$ cat src/hw/rtl/mh3_pkg.sv
// ----------------------------------------------------------------------------
// mh3_pkg: shared types and constants
// Hash constants, controller state codes and the control/status groups
// that pass between the controller and the datapath.
// ----------------------------------------------------------------------------
package mh3_pkg;

  localparam logic [31:0] C1 = 32'hcc9e2d51;
  localparam logic [31:0] C2 = 32'h1b873593;
  localparam logic [31:0] MIX_ADD = 32'he6546b64;
  localparam logic [31:0] F1 = 32'h85ebca6b;
  localparam logic [31:0] F2 = 32'hc2b2ae35;

  localparam int unsigned CFG_AW = 2;
  localparam logic [CFG_AW-1:0] REG_SEED = 2'd0;

  typedef enum logic [7:0] {
    ST_IDLE = 8'b0000_0001,
    ST_SCR1 = 8'b0000_0010,
    ST_SCR2 = 8'b0000_0100,
    ST_MIX  = 8'b0000_1000,
    ST_FIN1 = 8'b0001_0000,
    ST_FIN2 = 8'b0010_0000,
    ST_FIN3 = 8'b0100_0000,
    ST_FIN4 = 8'b1000_0000
  } state_t;

  typedef struct packed {
    logic ld;
    logic scr1;
    logic scr2;
    logic mix;
    logic fin1;
    logic fin2;
    logic fin3;
    logic fin4;
  } cmd_t;

  typedef struct packed {
    logic last;
    logic out_stall;
  } sts_t;

endpackage

$ cat src/hw/rtl/mh3_ctrl.sv
// ----------------------------------------------------------------------------
// mh3_ctrl: sequencing controller
// Steps one word through scramble and mix, then runs the finalizer on the
// last word of a message.
// ----------------------------------------------------------------------------
module mh3_ctrl
  import mh3_pkg::*;
(
  input  logic clk,
  input  logic rst_n,
  input  logic in_tvalid,
  output logic in_tready,
  input  sts_t sts,
  output cmd_t cmd
);

  state_t state_r, state_nxt;

  always_comb begin
    state_nxt = state_r;
    cmd = '0;
    in_tready = 1'b0;
    case (state_r)
      ST_IDLE: begin
        in_tready = 1'b1;
        if (in_tvalid) begin
          cmd.ld = 1'b1;
          state_nxt = ST_SCR1;
        end
      end
      ST_SCR1: begin
        cmd.scr1 = 1'b1;
        state_nxt = ST_SCR2;
      end
      ST_SCR2: begin
        cmd.scr2 = 1'b1;
        state_nxt = ST_MIX;
      end
      ST_MIX: begin
        cmd.mix = 1'b1;
        state_nxt = sts.last ? ST_FIN1 : ST_IDLE;
      end
      ST_FIN1: begin
        cmd.fin1 = 1'b1;
        state_nxt = ST_FIN2;
      end
      ST_FIN2: begin
        cmd.fin2 = 1'b1;
        state_nxt = ST_FIN3;
      end
      ST_FIN3: begin
        cmd.fin3 = 1'b1;
        state_nxt = ST_FIN4;
      end
      ST_FIN4: begin
        // hold until the output register is free
        if (!sts.out_stall) begin
          cmd.fin4 = 1'b1;
          state_nxt = ST_IDLE;
        end
      end
      default: begin
        state_nxt = ST_IDLE;
      end
    endcase
  end

  always_ff @(posedge clk) begin
    if (!rst_n) begin
      state_r <= ST_IDLE;
    end else begin
      state_r <= state_nxt;
    end
  end

endmodule

$ cat src/hw/rtl/mh3_dp.sv
// ----------------------------------------------------------------------------
// mh3_dp: hash datapath
// Running hash, byte count, block scramble, finalizer and output register.
// ----------------------------------------------------------------------------
module mh3_dp
  import mh3_pkg::*;
(
  input  logic        clk,
  input  logic        rst_n,
  input  cmd_t        cmd,
  input  logic [31:0] in_word,
  input  logic [2:0]  in_vb,
  input  logic        in_last,
  input  logic [31:0] seed,
  input  logic        out_tready,
  output logic        out_tvalid,
  output logic [31:0] out_hash,
  output sts_t        sts
);

  logic [31:0] h_r, total_r, k_r, f_r, out_hash_r;
  logic        start_r, full_r, last_r, out_valid_r;
  logic [1:0]  vb_r;

  logic [31:0] mask, p1, p2, pf1, pf2, hx, hrot, fx, f3x;

  always_comb begin
    case (in_vb)
      3'd0:    mask = 32'h0000_0000;
      3'd1:    mask = 32'h0000_00ff;
      3'd2:    mask = 32'h0000_ffff;
      3'd3:    mask = 32'h00ff_ffff;
      default: mask = 32'hffff_ffff;
    endcase
    if (!in_last) begin
      mask = 32'hffff_ffff;
    end
  end

  assign p1   = k_r * C1;
  assign p2   = k_r * C2;
  assign hx   = h_r ^ k_r;
  assign hrot = {hx[18:0], hx[31:19]};
  assign fx   = h_r ^ total_r;
  assign pf1  = f_r * F1;
  assign f3x  = f_r ^ (f_r >> 13);
  assign pf2  = f3x * F2;

  always_ff @(posedge clk) begin
    if (cmd.ld) begin
      k_r    <= in_word & mask;
      full_r <= !in_last || (in_vb >= 3'd4);
      vb_r   <= in_vb[1:0];
      last_r <= in_last;
      if (start_r) begin
        h_r     <= seed;
        total_r <= '0;
      end
    end
    if (cmd.scr1) begin
      k_r <= {p1[16:0], p1[31:17]};
    end
    if (cmd.scr2) begin
      k_r <= p2;
    end
    if (cmd.mix) begin
      if (full_r) begin
        h_r     <= (hrot << 2) + hrot + MIX_ADD;
        total_r <= total_r + 32'd4;
      end else begin
        h_r     <= hx;
        total_r <= total_r + {30'd0, vb_r};
      end
    end
    if (cmd.fin1) begin
      f_r <= fx ^ (fx >> 16);
    end
    if (cmd.fin2) begin
      f_r <= pf1;
    end
    if (cmd.fin3) begin
      f_r <= pf2;
    end
    if (cmd.fin4) begin
      out_hash_r <= f_r ^ (f_r >> 16);
    end
  end

  always_ff @(posedge clk) begin
    if (!rst_n) begin
      start_r     <= 1'b1;
      out_valid_r <= 1'b0;
    end else begin
      if (cmd.ld) begin
        start_r <= 1'b0;
      end else if (cmd.mix) begin
        start_r <= last_r;
      end
      if (cmd.fin4) begin
        out_valid_r <= 1'b1;
      end else if (out_tready) begin
        out_valid_r <= 1'b0;
      end
    end
  end

  assign out_tvalid    = out_valid_r;
  assign out_hash      = out_hash_r;
  assign sts.last      = last_r;
  assign sts.out_stall = out_valid_r && !out_tready;

endmodule

$ cat src/hw/rtl/murmur3_hash32_stream.sv
// ----------------------------------------------------------------------------
// murmur3_hash32_stream: streaming MurmurHash3 x86_32
// Hashes a byte message arriving as little-endian words; seed via APB.
// ----------------------------------------------------------------------------
// Each word steps through accept, two scramble multiplies and hash update,
// with both 32x32 multiplies of the k scramble registered; no new word is
// taken until it is through. A last word adds the finalizer steps (two more
// multiplies) before the hash is loaded into the output register. The output
// register lets the next message's words be taken while a hash waits; the
// finalizer holds only if a second hash is ready before the first is taken.
module murmur3_hash32_stream
  import mh3_pkg::*;
(
  input  logic              clk,
  input  logic              rst_n,
  input  logic              in_tvalid,
  output logic              in_tready,
  input  logic [31:0]       in_tdata,   // [31:0] data_word
  input  logic [2:0]        in_tuser,   // [2:0] valid_bytes
  input  logic              in_tlast,
  output logic              out_tvalid,
  input  logic              out_tready,
  output logic [31:0]       out_tdata,  // [31:0] hash
  input  logic              cfg_psel,
  input  logic              cfg_penable,
  input  logic              cfg_pwrite,
  input  logic [CFG_AW-1:0] cfg_paddr,
  input  logic [31:0]       cfg_pwdata,
  output logic [31:0]       cfg_prdata,
  output logic              cfg_pready
);

  logic [31:0] seed_r;
  cmd_t        cmd;
  sts_t        sts;

  assign cfg_pready = 1'b1;
  assign cfg_prdata = (cfg_paddr == REG_SEED) ? seed_r : 32'd0;

  always_ff @(posedge clk) begin
    if (!rst_n) begin
      seed_r <= '0;
    end else if (cfg_psel && cfg_penable && cfg_pwrite && cfg_pready
                 && cfg_paddr == REG_SEED) begin
      seed_r <= cfg_pwdata;
    end
  end

  mh3_ctrl u_ctrl (
    .clk       (clk),
    .rst_n     (rst_n),
    .in_tvalid (in_tvalid),
    .in_tready (in_tready),
    .sts       (sts),
    .cmd       (cmd)
  );

  mh3_dp u_dp (
    .clk        (clk),
    .rst_n      (rst_n),
    .cmd        (cmd),
    .in_word    (in_tdata),
    .in_vb      (in_tuser),
    .in_last    (in_tlast),
    .seed       (seed_r),
    .out_tready (out_tready),
    .out_tvalid (out_tvalid),
    .out_hash   (out_tdata),
    .sts        (sts)
  );

  a_busy_after_accept: assert property (@(posedge clk) disable iff (!rst_n)
    (in_tvalid && in_tready) |=> !in_tready)
    else $error("input taken again while a word is in flight");

  a_no_overwrite: assert property (@(posedge clk) disable iff (!rst_n)
    (out_tvalid && !out_tready) |-> !cmd.fin4)
    else $error("pending hash overwritten");

  a_fin_loads_out: assert property (@(posedge clk) disable iff (!rst_n)
    cmd.fin4 |=> out_tvalid)
    else $error("finalized hash not presented");

  a_accept_is_load: assert property (@(posedge clk) disable iff (!rst_n)
    (in_tvalid && in_tready) == cmd.ld)
    else $error("word accept and datapath load disagree");

endmodule
$ cat config.mk
export PLATFORM = sky130hd
export DESIGN_NAME = murmur3_hash32_stream
export DESIGN_NICKNAME = d
export VERILOG_FILES = /design/src/hw/rtl/mh3_pkg.sv /design/src/hw/rtl/mh3_ctrl.sv /design/src/hw/rtl/mh3_dp.sv /design/src/hw/rtl/murmur3_hash32_stream.sv
export SDC_FILE = /design/constraint.sdc
export NUM_CORES = 2
export LEC_CHECK = 0
export BUFFER_PORTS_ARGS = -buffer_cell sky130_fd_sc_hd__buf_2
export CAP_MARGIN = 10
export CORE_ASPECT_RATIO = 1.4
export CORE_MARGIN = 2
export CORE_UTILIZATION = 40
export DETAILED_ROUTE_END_ITERATION = 8
export PLACE_DENSITY = 0.63
export SYNTH_ARGS = -nofsm -noshare
export SYNTH_HDL_FRONTEND = slang
export SYNTH_SLANG_ARGS = --single-unit
$ cat constraint.sdc
create_clock -name clk -period 9.1 [get_ports clk]
set_clock_uncertainty 0.05 [all_clocks]
set_input_delay 2.73 -clock clk [delete_from_list [all_inputs] [get_ports clk]]
set_output_delay 2.73 -clock clk [all_outputs]
set_load 0.01 [all_outputs]
==> summary.md <==
| Metric | Value |
|---|---|
| DR vias | `31.85k` |
| Vias in the first global route | `35.33k` |
| Share of cells above drive strength 1 | `6.358%` |
| Min-Delay Endpoint | `seed_r[12]` |
| Peak fanout along the critical path | `9` |
| Fin. Hold Viols | `0` |
| Die area | `114,900 um^2` |
| Port-buffer cells | `142` |
| Die Y | `400.3 um` |
| Yosys warns | `0` |
| FP Rows | `145` |
| Syn Inst Count | `4,597` |
| Synthesis-to-finish area growth | `8.303%` |
| Final min period | `7.979 ns` |
| Met3 usage | `2.238%` |
| Final std cells w/o fill | `6,269` |
| Status | `complete, no violations` |
| Dpl hpwl | `128,600 um` |
| Startpoint type of the worst setup path | `register` |
| H-Tree Depth | `1` |
| Worst hold path class | `register to register` |
| GRT Total Usage | `25.87%` |
| Worst Path Required | `9.38 ns` |
| Pin count of the biggest net entering global routing | `65` |
| Worst r2r src | `u_dp.f_r[22]` |
| Clk_lat worst skew | `0.59 ns` |
| Hold path cells | `2` |
| Final TNS setup | `0 ns` |
| Post-CTS resize count | `0` |
| GRT overflow | `0` |
| Actual slew at the worst max-slew pin | `1.283 ns` |
| Root Buffer | `clkbuf_16` |
| Antenna violations before repair | `4` |
| Drt total wl | `145,300 um` |
| IO Count | `144` |
| Max Cap Violations | `0` |
| Bufs on Longest Clock Path | `3` |
| GR Util met2 | `48.84%` |
| Worst relative slew slack | `13.86%` |
| TritonRoute pass-1 iters | `5` |
| Nets@finish | `6,338` |
| Synth Flop Type | `edfxtp_1` |
| Via density | `5.080` |
| Worst EP arrival | `8.26 ns` |
| CTS Buf Count | `26` |
| R2R cell count | `25` |
| Clock transition at path regs | `0.07 ns` |
| Die Wd | `287.1 um` |
| Hold Path Origin | `seed_r[12]` |
| Crit Path Class | `register to register` |
| CTS Hold Bufs | `0` |
| FF-to-FF setup slack | `1.12 ns` |
| ANT nets after route | `0` |
| Slew Limit Fails | `0` |
| Iter 0 DRT Violations | `1,800` |
| Placed insts | `6,219` |
| Routed wire per std cell | `23.17 um` |
| Reg-to-Reg End | `u_dp.f_r[30]` |
| Ys async rst share | `0%` |
| GR Util met1 | `27.41%` |
| CTS tree | `done` |
| Syn nets | `6,158` |
| DRC Markers | `0` |
| Total area of sequential cells | `5766 um^2` |
| Fmax achieved | `0.1253 GHz` |
| Starting Density | `40.29%` |
| Fin crit share | `87.68%` |
| Clock sinks | `206` |
| Post-synthesis cell area | `44,880 um^2` |
| Fillcell total | `10.88k` |
| Synthesized area per cell | `9.762 um^2` |
| Unique masters post-synth | `93` |
| RSZ-0062 raised after global routing | `false` |
| Grt peak-use layer | `met2` |
| Core ar. | `111,400 um^2` |
| Post-synth EDFFs | `164` |
| Synth Register Bits | `206` |
| Crit end category | `register` |
| Setup Buffers After CTS | `0` |
| Footprint of the multi-input gates | `33,940 um^2` |
| First-pass GRT wire length | `217,900 um` |
| Gpl congestion | `0.9723` |
| Sequential fraction of the synthesis area | `12.85%` |
| Final number of setup-violating endpoints | `0` |
-- state kept, by name, indices dropped and copies added (netlist names) --
name             cells
u_dp.start_r         1
u_dp.vb_r            2
u_dp.out_tvalid      1
u_dp.total_r        32
seed_r              32
u_dp.out_hash       32
u_dp.h_r            32
u_dp.k_r            32
u_dp.last_r          1
u_dp.full_r          1
u_ctrl.state_r       8
u_dp.f_r            32
-- per-layer routing --
metal | wire, um | vias to the layer above | share of wire (%)
met5 | 13 | - | 0.0089
met4 | 11280 | 2 | 7.8
met3 | 5651 | 339 | 3.9
met2 | 78140 | 828 | 54
met1 | 50180 | 15940 | 35
li1 | - | 14740 | -
-- cells in the final DEF, fill, tap and decap left out, types with 24 or more instances in the layout --
master,n
a211oi_1,30
a21boi_0,34
a21o_1,54
a21oi_1,140
and2_1,39
buf_2,142
buf_4,71
clkbuf_16,26
dfxtp_1,42
edfxtp_1,164
fa_1,733
ha_1,751
inv_1,1324
nand2_1,185
nand3_1,31
nor2_1,155
nor3_1,25
o21a_1,24
o21ai_0,121
xnor2_1,252
xor2_1,122
-- critical path, cell delays in order (launching register included) --
cell and delay [ns]:
edfxtp_1 0.58, xnor2_1 0.56, inv_1 0.24, ha_1 0.38, ha_1 0.35, a21oi_1 0.34
fa_1 0.48, fa_1 0.50, inv_1 0.06, fa_1 0.48, fa_1 0.50, fa_1 0.49
inv_1 0.05, fa_1 0.49, inv_1 0.04, ha_1 0.33, o21ai_0 0.20, a21oi_1 0.11
nand2_1 0.07, nand3_1 0.11, o2111ai_1 0.29, a31oi_1 0.19, o41ai_1 0.41, nor3b_1 0.10
a31oi_1 0.18, o221ai_1 0.12
-- final cells by class --
| type | instances | share of cell area, % |
|---|---|---|
| Multi-Input combinational cell | 3006 | 69.83 |
| Tap cell | 1470 | 3.784 |
| Inverter | 1324 | 10.23 |
| Antenna cell | 2 | 0.01030 |
| Timing Repair Buffer | 213 | 2.559 |
| Clock buffer | 37 | 1.547 |
| Clock inverter | 11 | 0.1853 |
| Sequential cell | 206 | 11.86 |
-- worst max path at each step --
stage | from | slack, ns | end | cells after the start
global placement | u_dp.f_r[22] | 1.23 | u_dp.f_r[30] | 25
floorplan | u_dp.f_r[19] | 1.74 | u_dp.f_r[31] | 27
detailed placement | u_dp.f_r[22] | 1.23 | u_dp.f_r[30] | 25
global route | u_dp.f_r[22] | 0.83 | u_dp.f_r[30] | 25
finish | u_dp.f_r[22] | 1.12 | u_dp.f_r[30] | 25
CTS | u_dp.f_r[22] | 1.17 | u_dp.f_r[30] | 25
-- cell families (layout without fill, tap and decap cells) --
group,Yosys count,after routing,synth area share [%]
simple gates,574,574,6.103
buf+inv,1385,1585,11.61
compound gates,563,563,8.275
other cells,1,3,0.008356
flops,206,206,12.85
mux,10,10,0.2258
fa+ha+maj,1484,1484,53.64
xor+xnor,374,374,7.299
-- cells in the mapped netlist, types with 11 or more instances --
| master | number | area (um^2) |
|---|---|---|
| a211oi_1 | 30 | 225.2 |
| a21boi_0 | 34 | 255.2 |
| a21o_1 | 54 | 405.4 |
| a21oi_1 | 140 | 700.7 |
| a22oi_1 | 20 | 150.1 |
| a31oi_1 | 18 | 112.6 |
| and2_1 | 39 | 244.0 |
| and3_1 | 18 | 112.6 |
| clkbuf_1 | 56 | 210.2 |
| dfxtp_1 | 42 | 840.8 |
| edfxtp_1 | 164 | 4925 |
| fa_1 | 733 | 14670 |
| ha_1 | 751 | 9397 |
| inv_1 | 1324 | 4970 |
| nand2_1 | 186 | 698.2 |
| nand2b_1 | 18 | 112.6 |
| nand3_1 | 31 | 155.2 |
| nand4_1 | 11 | 68.82 |
| nor2_1 | 156 | 585.6 |
| nor2b_1 | 20 | 125.1 |
| nor3_1 | 25 | 125.1 |
| o211ai_1 | 11 | 82.58 |
| o21a_1 | 24 | 180.2 |
| o21ai_0 | 121 | 605.6 |
| o21ai_1 | 13 | 65.06 |
| o21bai_1 | 11 | 82.58 |
| or3_1 | 19 | 118.9 |
| xnor2_1 | 252 | 2207 |
| xor2_1 | 122 | 1069 |
-- per-stage QoR --
stage / setup slack, ns / hold slack (ns) / cell area (um^2) / utilization, %
after CTS: 1.172 / 0.4378 / 48600 / 43.63
after global placement: 1.234 / 0.4185 / 47760 / 42.87
after floorplan: 1.741 / 0.4022 / 44880 / -
after detailed placement: 1.230 / 0.4297 / 47760 / 42.87
final: 1.121 / 0.4311 / 48600 / 43.63
after global routing: 0.8267 / 0.4580 / 48600 / 43.63
Power is left out: the tool's default activity adds up to more than one toggle a clock period on the data nets, which glitch-free logic cannot reach.
